### src/hw/rtl/mlqs_ram.sv
// generic single-port-write, single-read ram with registered read data
`default_nettype none
module mlqs_ram #(
  parameter int unsigned Width = 8,
  parameter int unsigned Depth = 16
) (
  input  wire logic                     clk_i,
  input  wire logic                     we_i,
  input  wire logic [$clog2(Depth)-1:0] waddr_i,
  input  wire logic [Width-1:0]         wdata_i,
  input  wire logic [$clog2(Depth)-1:0] raddr_i,
  output logic      [Width-1:0]         rdata_o
);
  logic [Width-1:0] mem_q [Depth];

  // write port and registered read
  always_ff @(posedge clk_i) begin
    if (we_i) begin
      mem_q[waddr_i] <= wdata_i;
    end
    rdata_o <= mem_q[raddr_i];
  end
endmodule
`default_nettype wire

### config.mk
export PLATFORM = sky130hd
export DESIGN_NAME = mlqs_ram
export DESIGN_NICKNAME = d
export VERILOG_FILES = /design/src/hw/rtl/mlqs_ram.sv
export SDC_FILE = /design/constraint.sdc
export NUM_CORES = 1
export LEC_CHECK = 0
export BUFFER_PORTS_ARGS = -buffer_cell sky130_fd_sc_hd__buf_4
export CORE_AREA = 8 8 111 113
export DETAILED_ROUTE_END_ITERATION = 10
export DIE_AREA = 0 0 119 121
export GPL_ROUTABILITY_DRIVEN = 0
export GPL_TIMING_DRIVEN = 0
export PLACE_DENSITY_LB_ADDON = 0.08
export RECOVER_POWER = 100
export SLEW_MARGIN = 20
export SYNTH_ARGS = -nofsm -noshare
export SYNTH_HDL_FRONTEND = slang
export SYNTH_SLANG_ARGS = --single-unit
### constraint.sdc
create_clock -name clk_i -period 2.81 [get_ports clk_i]
set_clock_uncertainty 0.2 [all_clocks]
set_input_delay 0.4215 -clock clk_i [delete_from_list [all_inputs] [get_ports clk_i]]
set_output_delay 0.4215 -clock clk_i [all_outputs]
set_load 0.05 [all_outputs]
==> impl_metrics.csv, run 1 <==
group,metric,value,unit
setup_path,critPathBufInv,1,
global_routing,grt_pass1_vias,2333,
setup_path,r2r-end,"rdata_o[7]",
final_layout,fin_cells,425,
hold_path,holdPathEnd,"rdata_o[0]",
sta,max_freq,480.6,MHz
routing,dr.pass1.iters,6,
setup_path,rrSetupSlack,1.20,ns
final_layout,nNetsFinal,290,
cts,cts_sinks,136,
floorplan,die-area,14400,um^2
placement,dpl_worst_slack,0.4633,ns
sta,holdWs,0.1477,ns
setup_path,worstPathArrival,2.00,ns
cts,cts.path.max_buffers,2,
cts,cts-resized-gates,0,
hold_path,min_from,"raddr_i[1]",
floorplan,die_h,121,um
setup_path,timing.critical_path.slowest_stage_cell,"nor3_1",
final_layout,antennaDiodeCount,0,
placement,dpl.hpwl,6.176,mm
floorplan,start_util,48.55,%
setup_path,r2r.worst_path.cells,3,
sta,rsz0062_at_grt,"no",
sta,tns,0,ns
setup_path,critical_path.top_delay_family,"simple AND/OR/NAND/NOR gates",
global_routing,antenna_found_initial,0,
setup_path,cp_cell_sequence,"clkbuf_1, or3b_2, nor3_1",
final_layout,post-route-util,56.76,%
cts,cts_tree,"yes",
yosys,synth.distinct_cells,19,
cts,h-tree-depth,4,
sta,worstMarginPinSlew,1.301,ns
cts,numCtsBuffers,17,
sta,slew_headroom,12.59,%
yosys,synth_area,5147,um^2
floorplan,std_cell_rows,38,
global_routing,use_met2,20.27,%
placement,dpl-instance-area,5523,um^2
routing,drt-vias-per-instance,5.525,
cts,cts-root-buf,"clkbuf_8",
final_layout,drive_gt1_share,22.11,%
yosys,syn_inst,229,
sta,hold_viol,0,
routing,drtIter0Drc,176,
setup_path,critPathRequiredTime,2.73,ns
routing,wirelength,9.822,mm
setup_path,startpoint_type,"primary input",
yosys,yosys_warnings,0,
cts,clock_latency,0.51,ns
yosys,synth_nets,247,
floorplan,die_x,119,um
cts,clk_pin_slew,0.06,ns
pwr,power.leakage,1.984,nW
global_routing,grt_usage,14.39,%
flow_run,max-cap-violations,0,
sta,setup_slack,0.7291,ns
routing,num_vias,2348,
hold_path,min_path_type,"in2reg",
hold_path,hold_depth,4,
global_routing,met3_usage,4.839,%
setup_path,slowest_delay,0.93,ns
global_routing,grt_max_degree,17,
routing,wl_per_cell,23.11,um
global_routing,grt.busiest_layer,"met2",
placement,placed_cells,393,
setup_path,path_class,"in2reg",
routing,drcViolationCount,0,
routing,drtAntennaViolNets,0,
sta,finalCriticalPeriod,2.081,ns
yosys,syn_area_per_cell,22.48,um^2
cts,postCtsHoldBufs,0,
sta,finalCritPeriodShare,74.05,%
pwr,pwr_density_cell,782.3,nW/um^2
global_routing,grt_use_met1,20.01,%
floorplan,io_pins,26,
setup_path,crit_fanout,8,
floorplan,core_area,10600,um^2
sta,finalSetupViolCount,0,
pwr,max-vdd-ir-drop,0.4176,mV
run_status,status,"finished, final reports clean",
global_routing,grt-ovfl-total,0,
yosys,synth-seq-cells,136,
placement,port_buffers,24,
setup_path,r2r_start,"mem_q[3][7]",
sta,slew_viol_final,0,
setup_path,cp-end-kind,"flop",
yosys,yosysSeqAreaShare,77.78,%
global_routing,grt_first_pass_wirelength,14.40,mm
final_layout,area_delta_synth_final,16.92,%
final_layout,final_area,6018,um^2
cts,post_cts_buffers,0,
pwr,p_total,4.708,mW
[worst max path at each step]
| stage | startpoint | to | cells past startpoint |
|---|---|---|---|
| finish | waddr_i[2] | mem_q[0][6] | 3 |
| global route | waddr_i[2] | mem_q[0][7] | 3 |
| CTS | waddr_i[2] | mem_q[3][6] | 3 |
| detailed placement | waddr_i[2] | mem_q[3][0] | 3 |
| global placement | waddr_i[2] | mem_q[0][0] | 3 |
| floorplan | waddr_i[2] | mem_q[0][0] | 2 |
[cell type report]
cell class	instances	area, um^2
Buffer	10	86.33
Clock buffer	22	462.9
Clock inverter	10	123.9
Fill cell	817	4584
Multi-Input combinational cell	83	1057
Sequential cell	136	4004
Tap cell	140	175.2
Timing Repair Buffer	24	108.9
[state kept, by name, indices dropped and copies added, names as in the netlist]
signal / flops
rdata_o: 8
mem_q: 128
[synth_stat cells, drive strengths merged]
cell             n  share of area (%)
and2b            1               0.15
or3b             1               0.17
dfxtp            8                3.1
buf              7                1.1
nand3            1              0.097
nor3             4               0.39
a22oi           16                2.3
nand3b           2               0.29
nand2            9               0.66
clkdlybuf4s25    3               0.58
mux4            32                 15
nor2b            1               0.12
nand2b           2               0.24
edfxtp         128                 75
and2             1               0.12
nor2            13               0.95
[per-layer routing]
layer  vias to the layer above  part of all wire (%)
met5                         -                     0
met4                         0                  0.69
met3                         7                   5.0
met2                        59                    47
met1                      1222                    47
li1                       1060                     -
[cell families after synthesis]
group | Yosys count | synth area share [%]
AOI/OAI and AO/OA | 16 | 2.334
DFF | 136 | 77.78
and+or+nand+nor | 35 | 3.184
buffers and inverters | 10 | 1.677
muxes | 32 | 15.02
[cells in the final DEF, fill, tap and decap left out]
cell type,netlist,routed
buf_4,1,6
nor2_1,13,13
nand2_1,9,9
nand3b_1,2,2
clkinv_2,0,6
nand2b_1,2,2
clkinv_1,0,1
a22oi_1,16,16
buf_6,3,3
clkbuf_16,0,16
and2_1,1,1
clkdlybuf4s25_2,3,3
buf_2,3,3
edfxtp_1,128,128
clkbuf_8,0,4
nor2b_1,1,1
nand3_1,1,1
and2b_1,1,1
bufinv_16,0,3
nor3_1,4,4
mux4_2,18,18
mux4_1,14,14
or3b_2,1,1
dfxtp_1,8,8
clkbuf_1,0,21
[power by group]
part / internal [mW] / leakage, nW / switching (mW)
sequential: 2.27 / 1.22 / 0.00977
clock: 1.41 / 0.296 / 0.762
combinational: 0.0859 / 0.465 / 0.172
[worst reg2reg max path, stage by stage (launching register included)]
cell,delay (ns)
edfxtp_1,0.37
mux4_2,0.47
a22oi_1,0.36
nand2_1,0.09
Note: power is estimated with default switching activity, not from simulation.
==> run 2, diff against run 1 <==
==> constraint.sdc (replaced) <==
create_clock -name clk_i -period 2.2 [get_ports clk_i]
set_clock_uncertainty 0.2 [all_clocks]
set_input_delay 0.33 -clock clk_i [delete_from_list [all_inputs] [get_ports clk_i]]
set_output_delay 0.33 -clock clk_i [all_outputs]
set_load 0.05 [all_outputs]
==> run 2 against run 1 <==
Total power grew 28%. Flip-flop and latch count is the same. Clock-buffer cell count is the same. Critical path type is now reg2out. Via count shrank 0.26%.
==> impl_metrics.csv, run 2 (synthesis gave the netlist of run 1 again) <==
group,metric,value,unit
routing,drcViolationCount,0,
cts,numCtsBuffers,17,
routing,wirelength,9.853,mm
setup_path,r2r.worst_path.cells,3,
sta,worstMarginPinSlew,1.296,ns
final_layout,nNetsFinal,298,
sta,finalCritPeriodShare,82.61,%
sta,finalSetupViolCount,0,
global_routing,grt_usage,14.47,%
final_layout,largest_register_ffs,128,
sta,rsz0062_at_grt,"no",
sta,max_freq,550.2,MHz
global_routing,grt_pass1_vias,2357,
setup_path,r2r-end,"rdata_o[4]",
setup_path,slowest_delay,0.47,ns
final_layout,drive_gt1_share,21.84,%
sta,slew_viol_final,0,
final_layout,final_common_cell,"edfxtp_1",
floorplan,die-area,14400,um^2
setup_path,critical_path.top_delay_family,"buffers and inverters",
setup_path,cp_cell_sequence,"clkbuf_1",
placement,dpl.hpwl,6.176,mm
global_routing,antenna_found_initial,0,
cts,cts-root-buf,"clkbuf_8",
setup_path,startpoint_type,"flop",
routing,drtIter0Drc,185,
run_status,status,"finished, final reports clean",
floorplan,die_h,121,um
pwr,pwr_density_cell,986.7,nW/um^2
setup_path,cp-end-kind,"output pin",
floorplan,io_pins,26,
cts,h-tree-depth,4,
routing,num_vias,2342,
floorplan,start_util,48.55,%
pwr,power.leakage,2.019,nW
routing,dr.pass1.iters,6,
cts,cts-resized-gates,0,
setup_path,timing.critical_path.slowest_stage_cell,"clkbuf_1",
placement,dpl-instance-area,5523,um^2
placement,dpl_worst_slack,-0.05520,ns
setup_path,rrSetupSlack,0.59,ns
sta,tns,0,ns
setup_path,critPathBufInv,1,
placement,port_buffers,24,
routing,drt-vias-per-instance,5.409,
floorplan,std_cell_rows,38,
cts,cts.path.max_buffers,2,
setup_path,crit_fanout,1,
cts,clock_latency,0.51,ns
flow_run,max-cap-violations,0,
final_layout,area_delta_synth_final,18.57,%
final_layout,antennaDiodeCount,0,
final_layout,layout_common_cells,"edfxtp_1 (128), clkbuf_1 (21), mux4_2 (18), a22oi_1 (16), clkbuf_16 (16)",
setup_path,path_class,"reg2out",
setup_path,r2r_start,"mem_q[9][4]",
hold_path,min_from,"raddr_i[1]",
sta,slew_headroom,12.92,%
pwr,max-vdd-ir-drop,0.5335,mV
hold_path,hold_depth,4,
routing,wl_per_cell,22.76,um
hold_path,holdPathEnd,"rdata_o[0]",
final_layout,post-route-util,57.56,%
hold_path,min_path_type,"in2reg",
sta,setup_slack,0.3826,ns
setup_path,critPathRequiredTime,1.67,ns
floorplan,core_area,10600,um^2
sta,hold_viol,0,
cts,cts_sinks,136,
pwr,p_total,6.022,mW
floorplan,die_x,119,um
cts,cts_tree,"yes",
final_layout,largest-register,"mem_q",
global_routing,grt_first_pass_wirelength,14.48,mm
global_routing,grt_max_degree,17,
final_layout,final_area,6103,um^2
setup_path,worstPathArrival,1.29,ns
final_layout,reg_top3,"mem_q: 128 flops, rdata_o: 8 flops",
routing,drtAntennaViolNets,0,
sta,finalCriticalPeriod,1.817,ns
global_routing,grt-ovfl-total,0,
cts,clk_pin_slew,0.06,ns
==> run 2: changes by cell type in the layout (fill, tap and decap cells not counted), sizes merged <==
| cell | delta |
|---|---|
| dlygate4sd3 | +8 |
==> run 2: worst reg2reg max path: cells and delay by family, from the launching register on <==
family | cells | cell delay, ns
mux | 1 | 0.50
flops | 1 | 0.36
compound gates | 1 | 0.31
simple gates | 1 | 0.11
==> run 2: cell type report <==
class,instances,area (um^2)
plain buffers,10,86.33
fillers,812,4499
flip-flops and latches,136,4004
well taps,140,175.2
repair buffers,32,188.9
clock buffers,22,462.9
clock inverters,10,123.9
multi-input cells,83,1062
==> run 2: per-layer routing <==
metal / routed length, um / vias to the layer above / track usage, %
met5: 0 / - / 0
met4: 74 / 0 / 6.166
met3: 375 / 7 / 4.839
met2: 4657 / 46 / 20.55
met1: 4746 / 1213 / 20.01
li1: - / 1076 / -
==> run 2: what timing repair did <==
action | in CTS | in global routing
hold endpoints to repair | 128 | 0
hold buffers | 8 | 0
setup buffers | 0 | 0
==> run 2: through the flow <==
step / instances / hold slack [ns]
after floorplan: 229 / 0.2289
final: 433 / 0.05841
after global placement: 393 / 0.4495
after CTS: 433 / 0.03525
after global routing: 433 / 0.05675
after detailed placement: 393 / 0.4634
==> run 2: where the power goes <==
group	switching, mW	internal, mW
Sequential	0.0125	2.90
Clock	0.970	1.80
Combinational	0.222	0.119
==> run 2: how the worst max path moves through the flow <==
| stage | end | slack, ns | startpoint | cells after the start |
|---|---|---|---|---|
| 2_1_floorplan | mem_q[0][0] | 0.18 | waddr_i[2] | 2 |
| 3_3_place_gp | mem_q[0][0] | -0.38 | waddr_i[2] | 3 |
| 3_5_place_dp | mem_q[3][0] | -0.06 | waddr_i[2] | 3 |
| 4_1_cts | mem_q[3][6] | 0.49 | waddr_i[2] | 3 |
| 5_1_grt | mem_q[8][7] | 0.29 | waddr_i[2] | 3 |
| 6_report | rdata_o[0] | 0.38 | rdata_o[0] | 1 |
==> run 3, diff against run 2 <==
==> constraint.sdc (replaced) <==
create_clock -name clk_i -period 1.6 [get_ports clk_i]
set_clock_uncertainty 0.2 [all_clocks]
set_input_delay 0.24 -clock clk_i [delete_from_list [all_inputs] [get_ports clk_i]]
set_output_delay 0.24 -clock clk_i [all_outputs]
set_load 0.05 [all_outputs]
==> run 3 against run 2 <==
Non-clock buffer count is 1 higher. The flow now finishes with violations (negative hold slack). First-iteration DRC count is 2.2% lower. Worst hold slack worse by 0.10 ns. Clock-buffer cell count is 4 lower. Via count is 0.98% higher. Highest routed layer unchanged. Routed wire length is 1.8% higher.
==> impl_metrics.csv, run 3 (synthesis gave the netlist of run 1 again) <==
group,metric,value,unit
global_routing,grt-ovfl-total,0,
final_layout,final_area,6188,um^2
sta,worstMarginPinSlew,0.8298,ns
routing,drtIter0Drc,181,
setup_path,timing.critical_path.slowest_stage_cell,"mux4_1",
hold_path,min_path_type,"in2reg",
global_routing,grt_usage,14.85,%
cts,postCtsHoldBufs,9,
final_layout,antennaDiodeCount,0,
global_routing,antenna_found_initial,0,
cts,cts_sinks,136,
cts,cts.path.max_buffers,2,
setup_path,r2r.worst_path.cells,3,
final_layout,post-route-util,58.37,%
routing,dr.pass1.iters,4,
pwr,switchingPower,1.777,mW
floorplan,die_x,119,um
floorplan,io_pins,26,
pwr,power.leakage,2.046,nW
pwr,swShare,21.25,%
global_routing,grt_first_pass_wirelength,14.99,mm
cts,h-tree-depth,4,
pwr,seqPwrFrac,47.9,%
sta,finalCritPeriodShare,98.26,%
final_layout,largest_register_ffs,128,
routing,drcViolationCount,0,
setup_path,rrSetupSlack,0.03,ns
sta,rsz0062_at_grt,"no",
sta,finalSetupViolCount,0,
final_layout,multiInputGateArea,1106,um^2
setup_path,crit_fanout,1,
final_layout,final_common_cell,"edfxtp_1",
setup_path,startpoint_type,"flop",
sta,slew_headroom,44.48,%
cts,clk_pin_slew,0.06,ns
setup_path,cp-end-kind,"flop",
pwr,clock_power_share,46.3,%
run_status,violations,"negative hold slack",
hold_path,holdPathEnd,"mem_q[0][5]",
setup_path,r2r_start,"mem_q[5][0]",
routing,wl_per_cell,23.11,um
sta,holdWs,-0.04381,ns
cts,cts_tree,"yes",
pwr,pwr_density_cell,1351,nW/um^2
global_routing,grt_max_degree,17,
sta,finalCriticalPeriod,1.572,ns
hold_path,min_from,"waddr_i[1]",
final_layout,reg_top3,"mem_q: 128 flops, rdata_o: 8 flops",
routing,drt-vias-per-instance,5.449,
pwr,max-vdd-ir-drop,0.7079,mV
flow_run,max-cap-violations,0,
placement,dpl.hpwl,6.367,mm
sta,hold_viol,27,
setup_path,r2r-end,"rdata_o[0]",
setup_path,cp_cell_sequence,"mux4_1, a22oi_2, nand2_1",
run_status,status,"finished, violations left",
setup_path,critPathBufInv,0,
final_layout,layout_common_cells,"edfxtp_1 (128), mux4_2 (18), clkbuf_16 (16), mux4_1 (14), a22oi_1 (13)",
placement,dpl-instance-area,5523,um^2
final_layout,largest-register,"mem_q",
setup_path,critPathRequiredTime,1.80,ns
hold_path,hold_depth,2,
final_layout,nNetsFinal,299,
pwr,p_int,6.585,mW
setup_path,worstPathArrival,1.77,ns
floorplan,die-area,14400,um^2
cts,numCtsBuffers,17,
setup_path,path_class,"reg2reg",
floorplan,std_cell_rows,38,
cts,clock_latency,0.52,ns
global_routing,grt_pass1_vias,2468,
sta,slew_viol_final,0,
floorplan,start_util,48.55,%
floorplan,die_h,121,um
final_layout,ff_latch_area,4004,um^2
setup_path,critical_path.top_delay_family,"multiplexers",
floorplan,core_area,10600,um^2
pwr,combPwrFrac,5.9,%
setup_path,slowest_delay,0.57,ns
final_layout,area_delta_synth_final,20.22,%
sta,max_freq,636.1,MHz
cts,post_cts_buffers,0,
routing,num_vias,2365,
final_layout,drive_gt1_share,28.57,%
routing,wirelength,10.03,mm
cts,cts-root-buf,"clkbuf_8",
routing,drtAntennaViolNets,0,
placement,port_buffers,24,
final_layout,nFillCells,785,
## run 3: cell types whose count changed in the layout (fill, tap and decap cells not counted), moves of 2 or more
cell	previous run	this run
a22oi_1	16	13
clkinvlp_4	0	3
nor2_1	13	10
nor3_1	3	0
clkbuf_8	4	2
nor2_2	0	3
nor3_2	1	3
clkinv_4	0	5
clkbuf_1	21	11
clkbuf_4	0	2
a22oi_2	0	3
buf_2	3	9
clkinv_2	6	2
## run 3: per-stage QoR
step           setup slack (ns)  power (mW)  setup TNS (ns)  std cells  hold slack, ns
2_1_floorplan           -0.1061       4.361          -3.263        229          0.1389
3_3_place_gp            -0.5765       4.561          -44.08        393          0.3604
3_5_place_dp            -0.5692       4.574          -41.35        393          0.3763
4_1_cts                0.001624       8.436               0        434        -0.03789
5_1_grt                 0.01387       8.584               0        434        -0.05876
6_report                0.02791       8.362               0        434        -0.04381
## run 3: worst max-delay path by stage
stage | to | slack, ns | cells after the start | start
floorplan | mem_q[3][0] | -0.11 | 2 | waddr_i[2]
global placement | mem_q[3][3] | -0.58 | 3 | waddr_i[2]
detailed placement | mem_q[2][7] | -0.57 | 3 | waddr_i[2]
CTS | rdata_o[0] | 0.002 | 3 | mem_q[5][0]
global route | rdata_o[0] | 0.01 | 3 | mem_q[1][0]
finish | rdata_o[0] | 0.03 | 3 | mem_q[5][0]
## run 3: worst register-to-register path, delay by kind of cell, from the launching register on
family             cells  cell delay, ns
muxes                  1            0.57
DFF                    1            0.36
AOI/OAI and AO/OA      1            0.23
and+or+nand+nor        1            0.10
## run 3: repair_timing
item / CTS / global route
endpoints found under the setup margin: 10 / 17
endpoints found under the hold margin: 161 / 24
cloned: 0 / 0
gates resized for setup: 4 / 3
## run 3: cell type report
cell class / instances / share of cell area (%)
tap: 140 / 2.831
buffer: 10 / 1.395
multi-input combinational: 83 / 17.87
timing repair buffer: 33 / 3.457
sequential: 136 / 64.70
clock inverter: 14 / 2.831
clock buffer: 18 / 6.915
## run 3: power groups by stage
stage          combinational, mW  sequential, mW  clock [mW]
3_3_place_gp               0.488            4.07           0
4_1_cts                    0.519            4.00        3.91
2_1_floorplan              0.203            4.16           0
5_1_grt                    0.522            4.01        4.05
6_report                   0.490            4.00        3.87
3_5_place_dp               0.497            4.08           0
## run 3: routing by layer
layer	up-vias	share of wire, %	global-route usage [%]
li1	1083	-	-
met1	1212	47	20.12
met2	57	46	21.60
met3	13	5.4	4.793
met4	0	1.8	6.482
met5	-	0	0
